==> src/rtl/core/lspi_pkg.sv <==
package lspi_pkg;

  // item kinds
  localparam logic [1:0] KIND_TICK   = 2'd0;
  localparam logic [1:0] KIND_SWITCH = 2'd1;
  localparam logic [1:0] KIND_GOAL   = 2'd2;

  // configuration register indexes
  localparam int CFG_IDX_W = 4;
  localparam logic [CFG_IDX_W-1:0] CFG_KP_GAIN        = 4'd0;
  localparam logic [CFG_IDX_W-1:0] CFG_KI_GAIN        = 4'd1;
  localparam logic [CFG_IDX_W-1:0] CFG_INTEGRAL_LIMIT = 4'd2;
  localparam logic [CFG_IDX_W-1:0] CFG_SAMPLE_PERIOD  = 4'd3;
  localparam logic [CFG_IDX_W-1:0] CFG_SPEED_SCALE    = 4'd4;
  localparam logic [CFG_IDX_W-1:0] CFG_PWM_PERIOD     = 4'd5;
  localparam logic [CFG_IDX_W-1:0] CFG_TRAVEL_SPEED   = 4'd6;
  localparam logic [CFG_IDX_W-1:0] CFG_SIGN_MODE      = 4'd7;
  localparam int CFG_DATA_W = 24;

  typedef struct packed {
    logic [1:0]         kind;
    logic signed [15:0] encoder_delta;
    logic               end_position;
    logic               switch_active;
  } in_item_t;

  typedef struct packed {
    logic [15:0] duty;
    logic        direction;
    logic        at_goal;
  } out_item_t;

  typedef struct packed {
    logic [23:0] kp_gain;
    logic [23:0] ki_gain;
    logic [23:0] integral_limit;
    logic [23:0] sample_period;
    logic [23:0] speed_scale;
    logic [15:0] pwm_period;
    logic [23:0] travel_speed;
    logic [1:0]  sign_mode;
  } cfg_t;

  // microcode
  localparam int STEP_W = 4;
  typedef logic [STEP_W-1:0] step_t;

  typedef enum logic [3:0] {
    OP_NOP,
    OP_DISPATCH,
    OP_SPEED,
    OP_ERR,
    OP_INTEG,
    OP_SUM_LOAD,
    OP_SUM_ADD,
    OP_DRIVE,
    OP_DUTY
  } alu_op_t;

  typedef enum logic [2:0] {
    MUL_NONE,
    MUL_ENC_SCALE,
    MUL_ERR_PERIOD,
    MUL_KI_INTEG,
    MUL_KP_ERR,
    MUL_MAG_PWM
  } mul_sel_t;

  typedef enum logic {
    JMP_NONE,
    JMP_NOT_TICK
  } jmp_t;

  typedef struct packed {
    alu_op_t  op;
    mul_sel_t mul;
    jmp_t     jmp;
    step_t    target;
    logic     last;
  } ucw_t;

  localparam step_t STEP_EMIT = 4'd11;

endpackage

==> src/rtl/core/lspi_ucode_rom.sv <==
module lspi_ucode_rom (
  input  lspi_pkg::step_t step,
  output lspi_pkg::ucw_t  ucw
);
  import lspi_pkg::*;

  // control program: a tick runs the whole loop, other kinds skip to the emit step
  always_comb begin
    ucw = '{op: OP_NOP, mul: MUL_NONE, jmp: JMP_NONE, target: '0, last: 1'b0};
    case (step)
      4'd0: begin
        ucw.op     = OP_DISPATCH;
        ucw.mul    = MUL_ENC_SCALE;
        ucw.jmp    = JMP_NOT_TICK;
        ucw.target = STEP_EMIT;
      end
      4'd1:  ucw.op  = OP_SPEED;
      4'd2:  ucw.op  = OP_ERR;
      4'd3:  ucw.mul = MUL_ERR_PERIOD;
      4'd4:  ucw.op  = OP_INTEG;
      4'd5:  ucw.mul = MUL_KI_INTEG;
      4'd6: begin
        ucw.op  = OP_SUM_LOAD;
        ucw.mul = MUL_KP_ERR;
      end
      4'd7:  ucw.op  = OP_SUM_ADD;
      4'd8:  ucw.op  = OP_DRIVE;
      4'd9:  ucw.mul = MUL_MAG_PWM;
      4'd10: ucw.op  = OP_DUTY;
      STEP_EMIT: ucw.last = 1'b1;
      default: ucw.last = 1'b1;
    endcase
  end

endmodule

==> src/rtl/core/lspi_datapath.sv <==
module lspi_datapath (
  input  logic                clk,
  input  logic                rst,
  input  lspi_pkg::cfg_t      cfg,
  input  logic                load,
  input  lspi_pkg::in_item_t  item,
  input  logic                exec,
  input  lspi_pkg::ucw_t      ucw,
  output logic                is_tick,
  output lspi_pkg::out_item_t result
);
  import lspi_pkg::*;

  localparam logic signed [32:0] S32_MAX = 33'sh0_7FFF_FFFF;
  localparam logic signed [32:0] S32_MIN = 33'sh1_8000_0000;
  localparam logic signed [41:0] DRV_MAX = 42'sd65536;
  localparam logic signed [41:0] DRV_MIN = -42'sd65536;

  function automatic logic signed [31:0] sat32(input logic signed [32:0] v);
    logic signed [31:0] r;
    if (v > S32_MAX) r = S32_MAX[31:0];
    else if (v < S32_MIN) r = S32_MIN[31:0];
    else r = v[31:0];
    return r;
  endfunction

  in_item_t           item_q;
  logic signed [57:0] prod;
  logic signed [57:0] sum;
  logic signed [31:0] speed;
  logic signed [31:0] err;
  logic signed [24:0] integ_acc;
  logic [16:0]        mag;
  logic [15:0]        duty_held;
  logic               dir_held;
  logic               pos_now;
  logic               pos_goal;

  logic signed [32:0] mul_a;
  logic signed [24:0] mul_b;

  logic signed [31:0] spd_raw;
  logic signed [32:0] spd_ext;
  logic signed [24:0] travel;
  logic signed [24:0] setpoint;
  logic signed [32:0] diff;
  logic signed [31:0] integ_inc;
  logic signed [32:0] integ_sum;
  logic signed [32:0] lim;
  logic signed [32:0] integ_sel;
  logic signed [41:0] drv_raw;
  logic signed [17:0] drv_clamp;
  logic signed [17:0] drv_neg;

  assign is_tick = (item_q.kind == KIND_TICK);
  assign result  = '{duty: duty_held, direction: dir_held, at_goal: (pos_now == pos_goal)};

  // shared multiplier operand select
  always_comb begin
    mul_a = '0;
    mul_b = '0;
    case (ucw.mul)
      MUL_ENC_SCALE: begin
        mul_a = {{17{item_q.encoder_delta[15]}}, item_q.encoder_delta};
        mul_b = {1'b0, cfg.speed_scale};
      end
      MUL_ERR_PERIOD: begin
        mul_a = {err[31], err};
        mul_b = {1'b0, cfg.sample_period};
      end
      MUL_KI_INTEG: begin
        mul_a = {9'b0, cfg.ki_gain};
        mul_b = integ_acc;
      end
      MUL_KP_ERR: begin
        mul_a = {err[31], err};
        mul_b = {1'b0, cfg.kp_gain};
      end
      MUL_MAG_PWM: begin
        mul_a = {16'b0, mag};
        mul_b = {9'b0, cfg.pwm_period};
      end
      default: begin
        mul_a = '0;
        mul_b = '0;
      end
    endcase
  end

  // alu paths
  always_comb begin
    spd_raw = prod[39:8];
    spd_ext = cfg.sign_mode[0] ? -{spd_raw[31], spd_raw} : {spd_raw[31], spd_raw};

    travel = $signed({1'b0, cfg.travel_speed});
    if (pos_now != pos_goal) setpoint = pos_now ? travel : -travel;
    else setpoint = '0;
    if (cfg.sign_mode[1]) setpoint = -setpoint;
    diff = {{8{setpoint[24]}}, setpoint} - {speed[31], speed};

    integ_inc = prod[55:24];
    integ_sum = {{8{integ_acc[24]}}, integ_acc} + {integ_inc[31], integ_inc};
    lim       = $signed({9'b0, cfg.integral_limit});
    if (integ_sum > lim) integ_sel = lim;
    else if (integ_sum < -lim) integ_sel = -lim;
    else integ_sel = integ_sum;

    drv_raw = sum[57:16];
    if (drv_raw > DRV_MAX) drv_clamp = DRV_MAX[17:0];
    else if (drv_raw < DRV_MIN) drv_clamp = DRV_MIN[17:0];
    else drv_clamp = drv_raw[17:0];
    drv_neg = -drv_clamp;
  end

  always_ff @(posedge clk) begin
    if (rst) begin
      integ_acc <= '0;
      duty_held <= '0;
      dir_held  <= 1'b0;
      pos_now   <= 1'b0;
      pos_goal  <= 1'b0;
    end else begin
      if (load) item_q <= item;
      if (exec) begin
        if (ucw.mul != MUL_NONE) prod <= mul_a * mul_b;
        case (ucw.op)
          OP_DISPATCH: begin
            if (item_q.kind == KIND_SWITCH && item_q.switch_active)
              pos_now <= item_q.end_position;
            if (item_q.kind == KIND_GOAL)
              pos_goal <= item_q.end_position;
          end
          OP_SPEED:    speed <= sat32(spd_ext);
          OP_ERR:      err <= sat32(diff);
          OP_INTEG:    integ_acc <= integ_sel[24:0];
          OP_SUM_LOAD: sum <= prod;
          OP_SUM_ADD:  sum <= sum + prod;
          OP_DRIVE: begin
            mag   <= drv_clamp[17] ? drv_neg[16:0] : drv_clamp[16:0];
            if (drv_clamp != '0) dir_held <= ~drv_clamp[17];
          end
          OP_DUTY:     duty_held <= prod[31:16];
          default: ;
        endcase
      end
    end
  end

endmodule

==> src/rtl/core/lspi_sequencer.sv <==
module lspi_sequencer (
  input  logic                clk,
  input  logic                rst,
  input  logic                cmd_valid,
  output logic                cmd_ready,
  output logic                load,
  output logic                exec,
  output lspi_pkg::step_t     step,
  input  lspi_pkg::ucw_t      ucw,
  input  logic                is_tick,
  input  lspi_pkg::out_item_t result,
  output logic                res_valid,
  input  logic                res_ready,
  output lspi_pkg::out_item_t res
);
  import lspi_pkg::*;

  logic busy;
  logic emit;

  assign cmd_ready = ~busy;
  assign load      = cmd_valid & cmd_ready;
  assign exec      = busy;
  // the last step holds until the result register is free
  assign emit      = busy & ucw.last & (~res_valid | res_ready);

  always_ff @(posedge clk) begin
    if (rst) begin
      busy      <= 1'b0;
      step      <= '0;
      res_valid <= 1'b0;
    end else begin
      if (emit) begin
        res_valid <= 1'b1;
        res       <= result;
      end else if (res_ready) begin
        res_valid <= 1'b0;
      end

      if (!busy) begin
        if (load) begin
          busy <= 1'b1;
          step <= '0;
        end
      end else if (ucw.last) begin
        if (emit) busy <= 1'b0;
      end else if (ucw.jmp == JMP_NOT_TICK && !is_tick) begin
        step <= ucw.target;
      end else begin
        step <= step + step_t'(1);
      end
    end
  end

endmodule

==> src/rtl/core/lifter_speed_pi_controller_top.sv <==
// channel  | signals                                   | moves
// ---------+-------------------------------------------+------------------------------
// cmd      | cmd_valid, cmd_ready, cmd                 | input item (tick/switch/goal)
// res      | res_valid, res_ready, res                 | result item, one per input
// cfg      | cfg_valid, cfg_ready, cfg_index, cfg_data | register write, always ready
//
// a control tick runs 12 microcode steps through one shared 33x25 multiplier;
// switch, goal and unused kinds run only dispatch and then emit.
// one item is in flight at a time.
// a new item is taken while the previous result still waits in the res register;
// the emit step stalls until that register is free.
// synchronous reset restores register defaults, the sequencer, integrator and outputs.
module lifter_speed_pi_controller_top (
  input  logic                   clk,
  input  logic                   rst,
  input  logic                   cmd_valid,
  output logic                   cmd_ready,
  input  lspi_pkg::in_item_t     cmd,
  output logic                   res_valid,
  input  logic                   res_ready,
  output lspi_pkg::out_item_t    res,
  input  logic                   cfg_valid,
  output logic                   cfg_ready,
  input  logic [3:0]             cfg_index,
  input  logic [23:0]            cfg_data
);
  import lspi_pkg::*;

  cfg_t      cfg;
  step_t     step;
  ucw_t      ucw;
  out_item_t result;
  logic      load;
  logic      exec;
  logic      is_tick;

  // register file: writes are taken every cycle, unknown indexes dropped
  assign cfg_ready = 1'b1;

  always_ff @(posedge clk) begin
    if (rst) begin
      cfg.kp_gain        <= 24'd65536;
      cfg.ki_gain        <= 24'd655360;
      cfg.integral_limit <= 24'd6554;
      cfg.sample_period  <= 24'd16777;
      cfg.speed_scale    <= 24'd409600;
      cfg.pwm_period     <= 16'd4199;
      cfg.travel_speed   <= 24'd458752;
      cfg.sign_mode      <= 2'd0;
    end else if (cfg_valid && cfg_ready) begin
      case (cfg_index)
        CFG_KP_GAIN:        cfg.kp_gain        <= cfg_data;
        CFG_KI_GAIN:        cfg.ki_gain        <= cfg_data;
        CFG_INTEGRAL_LIMIT: cfg.integral_limit <= cfg_data;
        CFG_SAMPLE_PERIOD:  cfg.sample_period  <= cfg_data;
        CFG_SPEED_SCALE:    cfg.speed_scale    <= cfg_data;
        CFG_PWM_PERIOD:     cfg.pwm_period     <= cfg_data[15:0];
        CFG_TRAVEL_SPEED:   cfg.travel_speed   <= cfg_data;
        CFG_SIGN_MODE:      cfg.sign_mode      <= cfg_data[1:0];
        default: ;
      endcase
    end
  end

  // control store
  lspi_ucode_rom u_rom (
    .step (step),
    .ucw  (ucw)
  );

  // step counter, jumps and the result register
  lspi_sequencer u_seq (
    .clk       (clk),
    .rst       (rst),
    .cmd_valid (cmd_valid),
    .cmd_ready (cmd_ready),
    .load      (load),
    .exec      (exec),
    .step      (step),
    .ucw       (ucw),
    .is_tick   (is_tick),
    .result    (result),
    .res_valid (res_valid),
    .res_ready (res_ready),
    .res       (res)
  );

  // shared multiplier, saturating adds and the controller state
  lspi_datapath u_dp (
    .clk     (clk),
    .rst     (rst),
    .cfg     (cfg),
    .load    (load),
    .item    (cmd),
    .exec    (exec),
    .ucw     (ucw),
    .is_tick (is_tick),
    .result  (result)
  );

endmodule
==> config.mk <==
export PLATFORM = sky130hd
export DESIGN_NAME = lifter_speed_pi_controller_top
export DESIGN_NICKNAME = d
export VERILOG_FILES = /design/src/rtl/core/lspi_pkg.sv /design/src/rtl/core/lspi_ucode_rom.sv /design/src/rtl/core/lspi_datapath.sv /design/src/rtl/core/lspi_sequencer.sv /design/src/rtl/core/lifter_speed_pi_controller_top.sv
export SDC_FILE = /design/constraint.sdc
export NUM_CORES = 2
export LEC_CHECK = 0
export CAP_MARGIN = 20
export CORE_MARGIN = 1
export CORE_UTILIZATION = 29
export DETAILED_ROUTE_END_ITERATION = 8
export DONT_BUFFER_PORTS = 1
export GPL_TIMING_DRIVEN = 0
export HOLD_SLACK_MARGIN = 0.1
export PLACE_DENSITY = 0.47
export RECOVER_POWER = 50
export SLEW_MARGIN = 20
export SYNTH_ARGS = -nofsm -noshare
export SYNTH_HDL_FRONTEND = slang
export SYNTH_SLANG_ARGS = --single-unit
==> constraint.sdc <==
create_clock -name clk -period 11.7 [get_ports clk]
set_clock_uncertainty 0.1 [all_clocks]
set_input_delay 0 -clock clk [delete_from_list [all_inputs] [get_ports clk]]
set_output_delay 0 -clock clk [all_outputs]
set_load 0.02 [all_outputs]
==> results_dict.tcl <==
set metrics [dict create \
    rows 161 \
    critPathSlowestCell "a21oi_1" \
    dp_hpwl_um 193000 \
    final_cell_mix "1072 x nand2_1, 965 x inv_1, 828 x fa_1" \
    worstReg2RegEnd "u_dp.prod[56]" \
    synth_compound_area_share_pct 13.5 \
    rr_worst_depth 33 \
    clk_pin_slew_ps 60 \
    design.die.area_um2 197000 \
    holdCritStartpoint "cmd_valid" \
    drt-total-wl_um 235000 \
    nNetsFinal 7886 \
    initial_utilization_pct 29.3 \
    grt_setup_unrepaired "no" \
    overflow 0 \
    async_flop_share_pct 0 \
    highest_layer "met5" \
    cp.arrival_ps 11980 \
    critPathLaunch "u_seq.step[0]" \
    synthAdderAreaFrac_pct 37.1 \
    r2r_setup_slack_ps 50 \
    end_kind "flop" \
    maxSlewViolCount 19 \
    layout_commonest_cell "nand2_1" \
    grtUsageTotal_pct 23.7 \
    yosysWarnings 0 \
    cts_tree "done" \
    wire_per_inst_um 25.4 \
    cts_buffers 53 \
    clock_power_share_pct 13.5 \
    yosys_most_used_dff "edfxtp_1" \
    vias_per_cell 5.25 \
    fin_hold_ws_ps 164 \
    grt_pass1_vias 47900 \
    yosys-mux-area-fraction_pct 0.485 \
    setup_viol 0 \
    drv_cap 1 \
    die_width_um 443 \
    p_leak_uw 0.0279 \
    clock-root-buffer "clkbuf_16" \
    switching_share_pct 52.7 \
    power.internal_uw 6320 \
    htreeDepth 2 \
    met3_wirelength_um 16400 \
    cpPeakStageDelay_ps 620 \
    initialDrtViolationCount 4918 \
    p_sw_uw 7030 \
    min_path_type "primary input to flop" \
    cp-start-kind "flop" \
    period_needed_ps 11650 \
    ios 74 \
    ir_worst_vdd_uv 199 \
    crit_fanout 10 \
    ant_nets 0 \
    worstMarginPinSlew_ps 1820 \
    synth-xor-area-share_pct 3.72 \
    clkSinkCount 447 \
    post-route-util_pct 32.8 \
    synth_top_family_by_area "adder cells" \
    fmaxAchievable_mhz 85.8 \
    drive_gt1_share_pct 5.24 \
    dr_wl_met2_um 103000 \
    netlist_area_um2 56500 \
    die_y_um 443 \
    ys_ff_latch 447 \
    slew_headroom_pct -22.0 \
    r2r_start "u_seq.step[0]" \
    route.vias.total 48500 \
    violations "max-capacitance violations, max-slew violations" \
    synth_edf_count 235 \
    outcome "complete, but fails checks" \
    placement.io_buffers 0 \
    ys_seq_area_share_pct 20.0 \
    power_density_nw_per_um2 211 \
    yosysUniqueCellTypes 105 \
    power.total_uw 13300 \
    fillCellCount 20300 \
    required_ps 12020 \
    crit_end "u_dp.prod[56]" \
    fin_setup_tns_ps 0 \
    seqPwrFrac_pct 18.0 \
    clk_path_buf_depth 3 \
    core_um2 193000 \
    wl_met1_um 102000 \
    synthToLayoutAreaGrowth_pct 11.9 \
    synthSimpleGateAreaFrac_pct 16.6 \
    grt_pass1_wl_um 342000 \
    hold_viol 0 \
    power_frac_comb_pct 68.5 \
    firstDrtPassIters 8 \
    clk_latency_ps 650 \
    remaining_drc_errors 0 \
    grt_max_degree 29 \
    post-route-period-util_pct 99.6 \
    syn_area_per_cell_um2 8.71 \
    synth_fp_nets 7717 \
    antenna_found_initial 13 \
    gp_congestion 0.979 \
    critPathKind "flop to flop" \
    syn_inst 6493 \
]
worst max-delay path: cells and delay by family, from the launching register on:
kind | cells | cell delay, ps
simple gates | 7 | 1920
buf+inv | 10 | 2110
compound gates | 7 | 2590
fa+ha+maj | 9 | 4330
flops | 1 | 360
Yosys cell counts, drive strengths merged (43+ instances only):
library cell	instances	share of area (%)
a21oi	369	3.3
o21a	43	0.57
and2	44	0.49
nand3	121	1.1
nor2	540	3.6
o21ai	239	2.1
ha	342	7.6
nand4	57	0.63
dfxtp	212	7.5
xor2	86	1.3
a21o	102	1.4
inv	966	6.4
nor3	75	0.67
edfxtp	235	12
xnor2	154	2.4
fa	829	29
nand2	1078	7.2
clkbuf	276	1.8
nand2b	44	0.50
sequential cells by signal, indices dropped and copies added (netlist names), 4 cells and up:
| name | flops |
|---|---|
| cfg | 162 |
| u_seq.res | 18 |
| u_dp.duty_held | 16 |
| u_dp.err | 32 |
| u_seq.step | 4 |
| u_dp.item_q | 20 |
| u_dp.integ_acc | 25 |
| u_dp.mag | 17 |
| u_dp.prod | 58 |
| u_dp.sum | 58 |
| u_dp.speed | 32 |
cell families after synthesis:
logic type,count (synthesis)
buffers and inverters,1282
multiplexers,27
AND/OR/NAND/NOR,2155
other,1
flip-flops,447
adder cells (fa/ha/maj),1178
XOR/XNOR,240
AO/OA/AOI/OAI,1163
routing by layer:
metal / track usage [%] / vias up
li1: - / 21600
met1: 32.8 / 24400
met2: 36.8 / 2045
met3: 3.16 / 436
met4: 10.9 / 8
met5: 0 / -
power by group through the flow:
stage	combinational, uW	clock [uW]	sequential (uW)
after global routing	10100	1890	2390
after CTS	9150	1820	2390
after global placement	8930	0	2440
after detailed placement	8940	0	2420
final	9140	1810	2400
after floorplan	5890	0	2140
stage by stage:
stage | cell area, um2 | setup slack (ps) | cells
3_3_place_gp | 59700 | -6040 | 9019
6_report | 63200 | 45.6 | 9238
3_5_place_dp | 60400 | -1400 | 9062
5_1_grt | 63200 | 12.0 | 9233
2_1_floorplan | 56500 | 931 | 6493
4_1_cts | 63200 | 51.6 | 9237
layout make-up:
cell class / instances / area [um2] / share of cell area (%)
Multi-Input combinational cell: 4764 / 40800 / 64.5
Sequential cell: 447 / 11300 / 17.9
Inverter: 966 / 3630 / 5.74
Tap cell: 2526 / 3160 / 5.00
Clock buffer: 71 / 1460 / 2.32
Buffer: 302 / 1300 / 2.06
Timing Repair Buffer: 128 / 1200 / 1.91
Clock inverter: 25 / 368 / 0.582
Antenna cell: 9 / 22.5 / 0.0356
how the worst min path moves through the flow:
stage                           endpoint  slack, ps  cells after the start
final                      u_seq.step[0]        160                      4
after global routing            cfg[109]        230                      3
after CTS                       cfg[154]        120                      5
after detailed placement  u_dp.item_q[2]         -1                      0
after global placement    u_dp.item_q[2]         -1                      0
after floorplan           u_dp.item_q[0]         -1                      0
timing repair:
| item | CTS | global route |
|---|---|---|
| setup buffers | 1 | 1 |
| endpoints found under the hold margin | 230 | 0 |
| hold buffers | 83 | 0 |
| setup endpoints to repair | 22 | 5 |
| pin swaps | 1 | 1 |
| resized for setup | 93 | 62 |
Power figures use the tool's default switching activity.
